$ cat src/sv/ebaf_pkg.sv
// ----------------------------------------------------------------------------
// ebaf_pkg
// Shared types and operation codes for the eight-bit ALU with flags.
// ----------------------------------------------------------------------------
`timescale 1ns / 1ps
`default_nettype none
package ebaf_pkg;

  typedef enum logic [4:0] {
    FN_OR   = 5'd0,
    FN_AND  = 5'd1,
    FN_EOR  = 5'd2,
    FN_CMP  = 5'd3,
    FN_ADC  = 5'd4,
    FN_SBC  = 5'd5,
    FN_ASL  = 5'd6,
    FN_ROL  = 5'd7,
    FN_LSR  = 5'd8,
    FN_ROR  = 5'd9,
    FN_INC  = 5'd10,
    FN_DEC  = 5'd11,
    FN_CMPW = 5'd12,
    FN_ADDW = 5'd13,
    FN_SUBW = 5'd14,
    FN_INCW = 5'd15,
    FN_DECW = 5'd16,
    FN_DIV  = 5'd17,
    FN_MUL  = 5'd18,
    FN_DAA  = 5'd19,
    FN_DAS  = 5'd20,
    FN_XCN  = 5'd21
  } func_e;

  localparam int unsigned DivSteps = 9;

  // Item as it travels down the pipe
  typedef struct packed {
    logic [4:0]  func;
    logic [15:0] lw;
    logic [15:0] rw;
    logic        c;
    logic        h;
    logic        v;
  } item_t;

  // Finished result with flags, from the ALU stage or the divider
  typedef struct packed {
    logic [15:0] res;
    logic        c;
    logic        z;
    logic        n;
    logic        v;
    logic        h;
  } flags_t;

endpackage
`default_nettype wire

$ cat src/sv/ebaf_alu_stage.sv
// ----------------------------------------------------------------------------
// ebaf_alu_stage
// Registered combinational operations; the multiply is pipelined over two
// registers and the other results wait alongside it, then one more register
// lines everything up with the divider.
// ----------------------------------------------------------------------------
`timescale 1ns / 1ps
`default_nettype none
module ebaf_alu_stage (
  input  wire                  clk_i,
  input  wire ebaf_pkg::item_t item_i,
  output ebaf_pkg::flags_t     flags_o
);

  ebaf_pkg::flags_t f_d, f1_q, f2_d, f2_q, f3_q;
  logic [15:0] prod_q;
  logic        mul1_q;

  always_comb begin
    logic [7:0]  l, r, t8;
    logic [8:0]  s9;
    logic [4:0]  s5;
    logic [16:0] s17;
    logic [12:0] s13;
    logic        big;
    l = item_i.lw[7:0];
    r = item_i.rw[7:0];
    f_d = '{res: 16'd0, c: item_i.c, z: 1'b1, n: 1'b0, v: item_i.v, h: item_i.h};
    s9 = '0; s5 = '0; s17 = '0; s13 = '0; t8 = '0; big = 1'b0;
    unique case (item_i.func)
      ebaf_pkg::FN_OR:  f_d.res = {8'd0, l | r};
      ebaf_pkg::FN_AND: f_d.res = {8'd0, l & r};
      ebaf_pkg::FN_EOR: f_d.res = {8'd0, l ^ r};
      ebaf_pkg::FN_CMP: begin
        s9 = {1'b0, l} - {1'b0, r};
        f_d.res = {8'd0, l};
        f_d.c = ~s9[8];
      end
      ebaf_pkg::FN_ADC: begin
        s9 = {1'b0, l} + {1'b0, r} + {8'd0, item_i.c};
        s5 = {1'b0, l[3:0]} + {1'b0, r[3:0]} + {4'd0, item_i.c};
        f_d.res = {8'd0, s9[7:0]};
        f_d.c = s9[8];
        f_d.h = s5[4];
        f_d.v = ~(l[7] ^ r[7]) & (l[7] ^ s9[7]);
      end
      ebaf_pkg::FN_SBC: begin
        s9 = {1'b0, l} - {1'b0, r} - {8'd0, ~item_i.c};
        s5 = {1'b0, l[3:0]} - {1'b0, r[3:0]} - {4'd0, ~item_i.c};
        f_d.res = {8'd0, s9[7:0]};
        f_d.c = ~s9[8];
        f_d.h = ~s5[4];
        f_d.v = (l[7] ^ r[7]) & (l[7] ^ s9[7]);
      end
      ebaf_pkg::FN_ASL: begin f_d.res = {8'd0, l[6:0], 1'b0}; f_d.c = l[7]; end
      ebaf_pkg::FN_ROL: begin f_d.res = {8'd0, l[6:0], item_i.c}; f_d.c = l[7]; end
      ebaf_pkg::FN_LSR: begin f_d.res = {9'd0, l[7:1]}; f_d.c = l[0]; end
      ebaf_pkg::FN_ROR: begin f_d.res = {8'd0, item_i.c, l[7:1]}; f_d.c = l[0]; end
      ebaf_pkg::FN_INC: f_d.res = {8'd0, l + 8'd1};
      ebaf_pkg::FN_DEC: f_d.res = {8'd0, l - 8'd1};
      ebaf_pkg::FN_CMPW: begin
        s17 = {1'b0, item_i.lw} - {1'b0, item_i.rw};
        f_d.res = item_i.lw;
        f_d.c = ~s17[16];
      end
      ebaf_pkg::FN_ADDW: begin
        s17 = {1'b0, item_i.lw} + {1'b0, item_i.rw};
        s13 = {1'b0, item_i.lw[11:0]} + {1'b0, item_i.rw[11:0]};
        f_d.res = s17[15:0];
        f_d.c = s17[16];
        f_d.h = s13[12];
        f_d.v = ~(item_i.lw[15] ^ item_i.rw[15]) & (item_i.lw[15] ^ s17[15]);
      end
      ebaf_pkg::FN_SUBW: begin
        s17 = {1'b0, item_i.lw} - {1'b0, item_i.rw};
        s13 = {1'b0, item_i.lw[11:0]} - {1'b0, item_i.rw[11:0]};
        f_d.res = s17[15:0];
        f_d.c = ~s17[16];
        f_d.h = ~s13[12];
        f_d.v = (item_i.lw[15] ^ item_i.rw[15]) & (item_i.lw[15] ^ s17[15]);
      end
      ebaf_pkg::FN_INCW: f_d.res = item_i.lw + 16'd1;
      ebaf_pkg::FN_DECW: f_d.res = item_i.lw - 16'd1;
      ebaf_pkg::FN_DAA: begin
        t8 = l;
        big = item_i.c | (l > 8'h99);
        if (big) begin
          t8 = t8 + 8'h60;
          f_d.c = 1'b1;
        end
        if (item_i.h | (t8[3:0] > 4'd9)) t8 = t8 + 8'd6;
        f_d.res = {8'd0, t8};
      end
      ebaf_pkg::FN_DAS: begin
        t8 = l;
        big = ~item_i.c | (l > 8'h99);
        if (big) begin
          t8 = t8 - 8'h60;
          f_d.c = 1'b0;
        end
        if (~item_i.h | (t8[3:0] > 4'd9)) t8 = t8 - 8'd6;
        f_d.res = {8'd0, t8};
      end
      ebaf_pkg::FN_XCN: f_d.res = {8'd0, l[3:0], l[7:4]};
      default: f_d.res = 16'd0;
    endcase
    // Z and N: compares flag the difference, word ops the 16-bit result, others the low byte
    priority if (item_i.func == ebaf_pkg::FN_CMP) begin
      f_d.z = (s9[7:0] == 8'd0);
      f_d.n = s9[7];
    end else if (item_i.func == ebaf_pkg::FN_CMPW) begin
      f_d.z = (s17[15:0] == 16'd0);
      f_d.n = s17[15];
    end else if (item_i.func >= ebaf_pkg::FN_CMPW && item_i.func <= ebaf_pkg::FN_DECW) begin
      f_d.z = (f_d.res == 16'd0);
      f_d.n = f_d.res[15];
    end else if (item_i.func <= ebaf_pkg::FN_XCN) begin
      f_d.z = (f_d.res[7:0] == 8'd0);
      f_d.n = f_d.res[7];
    end else begin
      f_d.z = 1'b1;
      f_d.n = 1'b0;
    end
  end

  // multiply result joins the flags in the second stage
  always_comb begin
    f2_d = f1_q;
    if (mul1_q) begin
      f2_d.res = prod_q;
      f2_d.z   = (prod_q[15:8] == 8'd0);
      f2_d.n   = prod_q[15];
    end
  end

  always_ff @(posedge clk_i) begin
    f1_q   <= f_d;
    mul1_q <= (item_i.func == ebaf_pkg::FN_MUL);
    prod_q <= {8'd0, item_i.lw[7:0]} * {8'd0, item_i.rw[7:0]};
    f2_q   <= f2_d;
    f3_q   <= f2_q;
  end

  assign flags_o = f3_q;

endmodule
`default_nettype wire

$ cat src/sv/ebaf_div_pipe.sv
// ----------------------------------------------------------------------------
// ebaf_div_pipe
// Pipelined restoring divide of YA by X, three quotient bits per stage over
// three stages, then the special-case correction.
// ----------------------------------------------------------------------------
`timescale 1ns / 1ps
`default_nettype none
module ebaf_div_pipe (
  input  wire                  clk_i,
  input  wire ebaf_pkg::item_t item_i,
  output ebaf_pkg::flags_t     flags_o
);

  // Normal path: YA / X for X != 0 and Y < 2X fits 9 quotient bits.
  // Overflow path: num / (256 - X) with num = YA - 256X.
  // Both share one 16/9 divider; the operand is chosen up front.
  localparam int unsigned Stages = 3;
  localparam int unsigned PerStage = ebaf_pkg::DivSteps / Stages;

  typedef struct packed {
    logic [15:0] num;   // dividend bits still to shift in (low)
    logic [8:0]  den;
    logic [8:0]  rem;
    logic [8:0]  quo;
    logic [7:0]  x;
    logic [7:0]  a;
    logic [1:0]  mode;  // 0 normal, 1 overflow, 2 by zero
    logic        c;
    logic        h;
    logic        v;
  } dv_t;

  dv_t s_q [Stages+1];
  dv_t s0;

  always_comb begin
    logic [7:0] y, x;
    logic [15:0] n;
    y = item_i.lw[15:8];
    x = item_i.rw[7:0];
    s0 = '0;
    s0.x = x;
    s0.a = item_i.lw[7:0];
    s0.c = item_i.c;
    s0.h = (y[3:0] >= x[3:0]);
    s0.v = (y >= x);
    if (x == 8'd0) begin
      s0.mode = 2'd2;
      s0.den = 9'd1;
    end else if ({1'b0, y} < {x, 1'b0}) begin
      s0.mode = 2'd0;
      s0.den = {1'b0, x};
    end else begin
      s0.mode = 2'd1;
      s0.den = 9'd256 - {1'b0, x};
    end
    n = (s0.mode == 2'd1) ? (item_i.lw - {x, 8'd0}) : item_i.lw;
    // first 7 quotient bits are zero (quotient < 512), so preload remainder
    s0.rem = {2'b0, n[15:9]};
    s0.num = {n[8:0], 7'd0};
  end

  assign s_q[0] = s0;

  for (genvar g = 0; g < Stages; g++) begin : g_st
    dv_t nx;
    always_comb begin
      logic [9:0] tr;
      nx = s_q[g];
      for (int k = 0; k < PerStage; k++) begin
        tr = {nx.rem, nx.num[15]};
        nx.num = {nx.num[14:0], 1'b0};
        if (tr >= {1'b0, nx.den}) begin
          tr = tr - {1'b0, nx.den};
          nx.quo = {nx.quo[7:0], 1'b1};
        end else begin
          nx.quo = {nx.quo[7:0], 1'b0};
        end
        nx.rem = tr[8:0];
      end
    end
    always_ff @(posedge clk_i) s_q[g+1] <= nx;
  end

  always_comb begin
    dv_t e;
    logic [7:0] qa, ry;
    e = s_q[Stages];
    unique case (e.mode)
      2'd0: begin qa = e.quo[7:0]; ry = e.rem[7:0]; end
      2'd1: begin qa = 8'd255 - e.quo[7:0]; ry = e.x + e.rem[7:0]; end
      default: begin qa = 8'hff; ry = e.a; end
    endcase
    flags_o = '{res: {ry, qa}, c: e.c, z: (qa == 8'd0), n: qa[7], v: e.v, h: e.h};
  end

endmodule
`default_nettype wire

$ cat src/sv/eight_bit_cpu_alu_flags_core.sv
// ----------------------------------------------------------------------------
// eight_bit_cpu_alu_flags_core
// Eight-bit CPU ALU with flags, three-stage pipeline.
// ----------------------------------------------------------------------------
//  channel | signals                                   | handshake
//  in      | func_i, operands, carry/half/overflow_i   | start & !busy
//  out     | result_o and five flag outputs            | done strobe
//
// Each item passes down the vld_q valid pipe from start to done; one item per cycle.
// The pipeline depth is set by the divider, three quotient bits per stage.
// busy is always low: the pipe never stalls and the receiver cannot stall.
// Reset clears the valid bits only.
`timescale 1ns / 1ps
`default_nettype none
module eight_bit_cpu_alu_flags_core (
  input  wire         clk_i,
  input  wire         rst_ni,
  input  wire         start,
  output logic        busy,
  input  wire  [4:0]  func_i,
  input  wire  [15:0] left_operand_i,
  input  wire  [15:0] right_operand_i,
  input  wire         carry_in_i,
  input  wire         half_in_i,
  input  wire         overflow_in_i,
  output logic        done,
  output logic [15:0] result_o,
  output logic        carry_out_o,
  output logic        zero_out_o,
  output logic        negative_out_o,
  output logic        overflow_out_o,
  output logic        half_out_o
);

  ebaf_pkg::item_t  item;
  ebaf_pkg::flags_t alu_f, div_f, sel_f;
  logic [2:0] vld_q, vld_d;
  logic [2:0] isdiv_q, isdiv_d;

  assign item = '{func: func_i, lw: left_operand_i, rw: right_operand_i,
                  c: carry_in_i, h: half_in_i, v: overflow_in_i};
  assign busy = 1'b0;

  ebaf_alu_stage u_alu (.clk_i(clk_i), .item_i(item), .flags_o(alu_f));
  ebaf_div_pipe  u_div (.clk_i(clk_i), .item_i(item), .flags_o(div_f));

  assign vld_d   = {vld_q[1:0], start};
  assign isdiv_d = {isdiv_q[1:0], func_i == ebaf_pkg::FN_DIV};

  always_ff @(posedge clk_i or negedge rst_ni) begin
    if (!rst_ni) begin
      vld_q <= '0;
    end else begin
      vld_q <= vld_d;
    end
  end

  always_ff @(posedge clk_i) isdiv_q <= isdiv_d;

  assign sel_f          = isdiv_q[2] ? div_f : alu_f;
  assign done           = vld_q[2];
  assign result_o       = sel_f.res;
  assign carry_out_o    = sel_f.c;
  assign zero_out_o     = sel_f.z;
  assign negative_out_o = sel_f.n;
  assign overflow_out_o = sel_f.v;
  assign half_out_o     = sel_f.h;

endmodule
`default_nettype wire

$ cat config.mk
export PLATFORM = sky130hd
export DESIGN_NAME = eight_bit_cpu_alu_flags_core
export DESIGN_NICKNAME = d
export VERILOG_FILES = /design/src/sv/ebaf_pkg.sv /design/src/sv/ebaf_alu_stage.sv /design/src/sv/ebaf_div_pipe.sv /design/src/sv/eight_bit_cpu_alu_flags_core.sv
export SDC_FILE = /design/constraint.sdc
export NUM_CORES = 1
export LEC_CHECK = 0
export BUFFER_PORTS_ARGS = -buffer_cell sky130_fd_sc_hd__clkbuf_2
export CORE_UTILIZATION = 50
export CTS_CLUSTER_DIAMETER = 50
export DETAILED_ROUTE_END_ITERATION = 7
export PLACE_DENSITY = 0.79
export SYNTH_ARGS = -nofsm -noshare
export SYNTH_HDL_FRONTEND = slang
export SYNTH_SLANG_ARGS = --single-unit
export TNS_END_PERCENT = 10
$ cat constraint.sdc
create_clock -name clk_i -period 15.6 [get_ports clk_i]
set_clock_uncertainty 0.05 [all_clocks]
set_input_delay 2.34 -clock clk_i [delete_from_list [all_inputs] [get_ports clk_i]]
set_output_delay 2.34 -clock clk_i [all_outputs]
set_load 0.01 [all_outputs]
==> summary.txt, run 1 <==
Run status
  – Outcome: completed

STA
  – Slew Limit Fails: 0
  – Actual slew at the worst max-slew pin: 1.07 ns
  – Setup TNS: 0 ns
  – RSZ-0062 raised after global routing: no
  – Period utilisation layout: 69.3%
  – Final min period: 10.81 ns
  – Max Clock Freq: 0.0925 GHz
  – Final Setup Violations: 0
  – Final Hold Vio Count: 0
  – Fin worst setup slack: 4.79 ns
  – Worst slew margin: 28.0%

Setup path
  – WS Path Type: in -> reg
  – Setup crit end kind: register
  – CP max-delay cell: nor3_2
  – Crit path max fanout: 14
  – CP dominant cell by count: a21oi_1
  – Req. time, crit path: 15.95 ns
  – Startpoint class of the critical path: input port
  – Critical path's largest stage delay: 0.60 ns
  – Crit path DAT: 11.16 ns

Route
  – Drt pass-1 iters: 6
  – DRC errors left: 0
  – WL final: 50800 µm
  – Initial drt markers: 1361
  – ANT nets after route: 0
  – WL/cell: 20.3 µm
  – Via count: 15000
  – DR vias/cell: 6.01

Power
  – Clock share of power: 15.0%
  – Cell Int Power: 2170 µW
  – Power Dens Cells: 201 mW/mm²
  – Worst vdd ir: 234 µV
  – NetSw: 1560 µW
  – Sw frac: 41.8%
  – Gate power share: 65.2%
  – Sequential power share: 19.8%
  – Leak pwr: 0.00849 µW

GRT
  – Overflow after GRT: 0
  – Global router's overall resource usage: 28.6%
  – Initial antenna violation count: 5
  – Pin count of the biggest net entering global routing: 30
  – Vias in the first global route: 14700
  – First-pass GRT wire length: 79500 µm

Flow run
  – Max_cap viols: 0

Placement
  – Placement Setup Slack: 4.35 ns
  – Post-DP HPWL: 39000 µm
  – Input/output buffers: 64
  – Gpl congestion: 1.01

Synth
  – Sequential area share after synthesis: 24.4%
  – Synth warnings: 0
  – Post-synth top area share: 24.0%
  – Largest area contributor in the netlist: dfxtp_1
  – Number of flops mapped to enable cells by yosys: 0
  – Commonest cells in the netlist: ha_1, dfxtp_1, inv_1
  – Unique cell type count in the Yosys netlist: 88
  – Synth Instances: 1991
  – Mapped Avg Cell Area: 8.58 µm²
  – Yosys reg bits: 208
  – Leading post-synthesis cells by cell area: dfxtp_1, ha_1, fa_1
  – Mapped cell area: 0.0171 mm²
  – Synth Flop Type: dfxtp_1
  – Ys async rst share: 1.44%
  – Most frequent cell after synthesis: ha_1

Clocking
  – Post_cts resized: 0
  – CTS root buffer: clkbuf_16
  – TritonCTS buffer count: 24
  – CTS tree: done
  – Clock sink count: 208
  – H-tree depth: 1
  – Post-CTS setup buffers: 0
  – Clock Latency Late Sink: 0.52 ns
  – Clk pin slew, worst setup/hold paths: 0.06 ns
  – Clock tree buffer depth: 3
  – # hold bufs at CTS: 0

Final layout
  – Reg area: 0.00418 mm²
  – Fill cell count: 3028
  – Layout area overhead: 8.86%
  – Area of the multi-input gates: 0.0120 mm²
  – Nets: 2331
  – Share of layout cells above drive strength 1: 10.6%

Floorplan
  – Die H: 187 µm
  – Die area: 0.0349 mm²
  – IO Count: 66
  – Die W: 187 µm
  – Core Box Area: 0.0336 mm²
  – Initial Utilization: 50.8%
  – Core Rows: 67

Hold path
  – Worst hold path type: reg -> reg
## state kept, by name (all words and copies together), names as in the netlist, 3 cells and up
signal / flops
u_div.flags_o: 3
isdiv_q: 3
vld_q: 3
u_alu.f2_q: 21
u_div.s_q: 59
u_alu.f1_q: 21
u_alu.flags_o: 21
u_div.g_st.nx: 60
u_alu.prod_q: 16
## critical path: cells and delay by family
| kind | cells | cell delay (ns) |
|---|---|---|
| AOI/OAI and AO/OA | 19 | 3.84 |
| adders and majority gates | 4 | 1.52 |
| buffers and inverters | 5 | 0.90 |
| muxes | 3 | 1.17 |
| and+or+nand+nor | 7 | 1.38 |
## final cells by class
class	count	area share, %
timing repair buffer	75	2.17
multi-input combinational	1544	64.3
tap	448	3.01
clock buffer	30	3.62
antenna	7	0.0941
sequential	208	22.5
clock inverter	14	0.854
inverter	173	3.49
## cell usage in the layout (no fill, tap or decap), types with 64 or more instances in the layout
| cell type | instances |
|---|---|
| o21ai_0 | 112 |
| ha_1 | 208 |
| xnor2_1 | 83 |
| inv_1 | 167 |
| clkbuf_2 | 64 |
| nand2_1 | 119 |
| dfxtp_1 | 205 |
| mux2_2 | 71 |
| nor2_1 | 156 |
| a21oi_1 | 127 |
## worst paths after layout
path,endpoint,slack [ns],start,cells past startpoint
worst min-delay path,u_div.s_q[13],0.27,u_div.g_st[2].nx[13],0
worst max-delay path,u_div.s_q[164],4.79,right_operand_i[1],38
max in group asynchronous,vld_q[1],13.84,rst_ni,1
min in group asynchronous,vld_q[2],1.55,rst_ni,1
worst max register to register,u_div.s_q[101],7.71,u_div.g_st[1].nx[39],28
worst min register to register,u_div.s_q[13],0.27,u_div.g_st[2].nx[13],0
## power groups by stage
stage / registers [µW] / clock network [µW] / logic, µW
after floorplan: 721 / 0 / 1950
after CTS: 743 / 568 / 2420
after global placement: 750 / 0 / 2300
final: 742 / 561 / 2440
after detailed placement: 753 / 0 / 2390
after global routing: 752 / 592 / 2720
## kinds of logic (layout without fill, tap and decap cells)
| logic type | after synthesis | in the layout | share of synthesized area [%] |
|---|---|---|---|
| and+or+nand+nor | 533 | 533 | 15.6 |
| AOI/OAI and AO/OA | 514 | 514 | 19.8 |
| adders and majority gates | 262 | 262 | 21.6 |
| buffers and inverters | 241 | 292 | 5.59 |
| DFF | 208 | 208 | 24.4 |
| xor gates and xnor gates | 136 | 136 | 6.97 |
| muxes | 95 | 95 | 6.08 |
| other | 2 | 11 | 0.0439 |
## layer usage
layer	wire length (µm)	track usage, %	up-vias
li1	-	-	7155
met1	21600	36.5	7088
met2	22600	46.4	657
met3	4640	6.70	122
met4	1940	11.7	0
met5	0	0	-
## per-stage QoR
step | utilization, % | cells | area, µm² | hold slack [ns] | total power [µW]
detailed placement | 52.8 | 2448 | 17800 | 0.262 | 3140
finish | 55.4 | 2499 | 18600 | 0.268 | 3740
CTS | 55.3 | 2492 | 18600 | 0.274 | 3730
global placement | 52.8 | 2448 | 17800 | 0.260 | 3050
global route | 55.3 | 2495 | 18600 | 0.277 | 4060
floorplan | - | 1993 | 17100 | 0.260 | 2670
Note: power is estimated with default switching activity, not from simulation.
==> run 2, diff against run 1 <==
Clock period 15.6 ns to 10.7 ns, I/O delays scaled along.
==> run 2 against run 1 <==
Effect of this change:
- count of clock-buffer cells in the layout is 2 lower
- first-iteration DRC count is 4.1% higher
- critical path depth is 1 lower
- core utilization is 0.29 points lower
- hold slack better by 0.0037 ns
- global-route usage is 1.3 points higher
- largest cell class unchanged
- register-to-register slack worse by 4.7 ns
- total power is 45% higher
- worst setup slack worse by 3.9 ns
- critical path type unchanged
- non-clock buffer count is 1 higher
==> summary.txt, run 2 (synthesis gave the netlist of run 1 again) <==
Floorplan
  – Core Box Area: 0.0336 mm²
  – Die W: 187 µm
  – Die H: 187 µm
  – IO Count: 66
  – Core Rows: 67
  – Die area: 0.0349 mm²
  – Initial Utilization: 50.8%

GRT
  – Overflow after GRT: 0
  – Initial antenna violation count: 2
  – Pin count of the biggest net entering global routing: 30
  – Vias in the first global route: 15200
  – Global router's overall resource usage: 29.9%
  – First-pass GRT wire length: 83000 µm

STA
  – Worst slew margin: 26.2%
  – Setup TNS: 0 ns
  – Max Clock Freq: 0.102 GHz
  – WHS: 0.272 ns
  – Period utilisation layout: 92.0%
  – Actual slew at the worst max-slew pin: 1.08 ns
  – RSZ-0062 raised after global routing: no
  – Slew Limit Fails: 0
  – Final Hold Vio Count: 0
  – Final Setup Violations: 0
  – Final min period: 9.85 ns

Final layout
  – Commonest non-fill, non-tap cells in the layout: ha_1, dfxtp_1, inv_1
  – Nets: 2330
  – Largest register FFs: 60
  – Design Area, Final: 0.0185 mm²
  – Share of layout cells above drive strength 1: 10.3%
  – Commonest non-fill, non-tap cell in the layout: ha_1
  – Layout area overhead: 8.29%
  – Fill cell count: 2994

Route
  – WL/cell: 21.2 µm
  – ANT nets after route: 0
  – DR vias/cell: 6.15
  – Met3 WL: 4350 µm
  – WL final: 52800 µm
  – DRC errors left: 0
  – Wl on met1: 22600 µm
  – Via count: 15300
  – Drt pass-1 iters: 7
  – Initial drt markers: 1417
  – WL met2: 24100 µm
  – DR top layer: met5

Hold path
  – Worst hold path type: reg -> reg

Setup path
  – Crit path max fanout: 10
  – CP dominant cell by count: a21oi_1
  – RR Endpoint: u_div.s_q[34]
  – R2r worst-path depth: 29
  – WS Path Type: in -> reg
  – Worst reg2reg startpoint: u_div.g_st[2].nx[39]
  – Crit path DAT: 10.19 ns
  – CP max-delay cell: nor3_2
  – Startpoint class of the critical path: input port
  – Setup crit end kind: register
  – Worst Setup SP: right_operand_i[4]
  – Critical path's largest stage delay: 0.59 ns
  – Req. time, crit path: 11.04 ns
  – R2R setup slack: 3.06 ns
  – Worst setup path endpoint: u_div.s_q[159]

Clocking
  – Clk pin slew, worst setup/hold paths: 0.06 ns
  – # hold bufs at CTS: 0
  – TritonCTS buffer count: 22
  – CTS tree: done
  – Post_cts resized: 0
  – Post-CTS setup buffers: 0
  – Clock tree buffer depth: 3
  – Clock sink count: 208
  – CTS root buffer: clkbuf_16
  – Clock Latency Late Sink: 0.50 ns
  – H-tree depth: 1

Placement
  – Gpl congestion: 0.998
  – Post-DP HPWL: 40400 µm
  – Area after DPL: 0.0178 mm²
  – Input/output buffers: 64

Run status
  – Outcome: completed

Power
  – Power Dens Cells: 294 mW/mm²
  – Total chip power: 5430 µW
  – Worst vdd ir: 361 µV
  – Leak pwr: 0.00844 µW

Flow run
  – Max_cap viols: 0
[run 2: cell count changes in the layout (fill, tap and decap cells not counted), moves of 2 or more]
cell	previous run	this run
clkbuf_1	1	3
diode_2	7	3
clkbuf_8	5	3
clkbuf_16	24	22
clkinv_2	3	1
[run 2: report_power, final]
part	switching, µW	internal [µW]	total (µW)
combinational	1890	1710	3600
clock	317	435	752
sequential	98.9	985	1080
total	2310	3130	5430
[run 2: layout make-up]
cell class	instances	area, µm²	area share, %
multi-input combinational	1544	12000	64.6
sequential	208	4180	22.6
inverter	173	649	3.51
clock buffer	28	603	3.26
tap	448	561	3.03
timing repair buffer	76	410	2.22
clock inverter	11	134	0.723
antenna	3	7.51	0.0406
[run 2: per-stage QoR]
stage	util, %	cells	setup slack, ns
after global routing	55.0	2488	0.0550
after CTS	55.0	2488	0.927
after floorplan	-	1993	1.18
after detailed placement	52.8	2449	0.455
final	55.1	2491	0.852
after global placement	52.8	2449	0.656
[run 2: how the worst min path moves through the flow]
stage,start,slack (ns),cells after the start,to
after floorplan,isdiv_q[0],0.26,0,isdiv_q[1]
after global placement,u_div.g_st[1].nx[1],0.26,0,u_div.g_st[2].nx[1]
after detailed placement,u_div.g_st[1].nx[5],0.26,0,u_div.g_st[2].nx[5]
after CTS,u_div.g_st[1].nx[5],0.27,0,u_div.g_st[2].nx[5]
after global routing,isdiv_q[1],0.28,0,isdiv_q[2]
final,isdiv_q[1],0.27,0,isdiv_q[2]
[run 2: per-layer routing]
metal,up-vias,track usage [%]
li1,7145,-
met1,7250,39.6
met2,765,50.0
met3,146,3.68
met4,2,10.3
met5,-,0
[run 2: critical path: cells and delay by family]
family	cells	cell delay [ns]
and+or+nand+nor	8	1.42
buffers and inverters	5	0.77
adders and majority gates	4	1.50
AOI/OAI and AO/OA	17	3.67
muxes	3	1.19
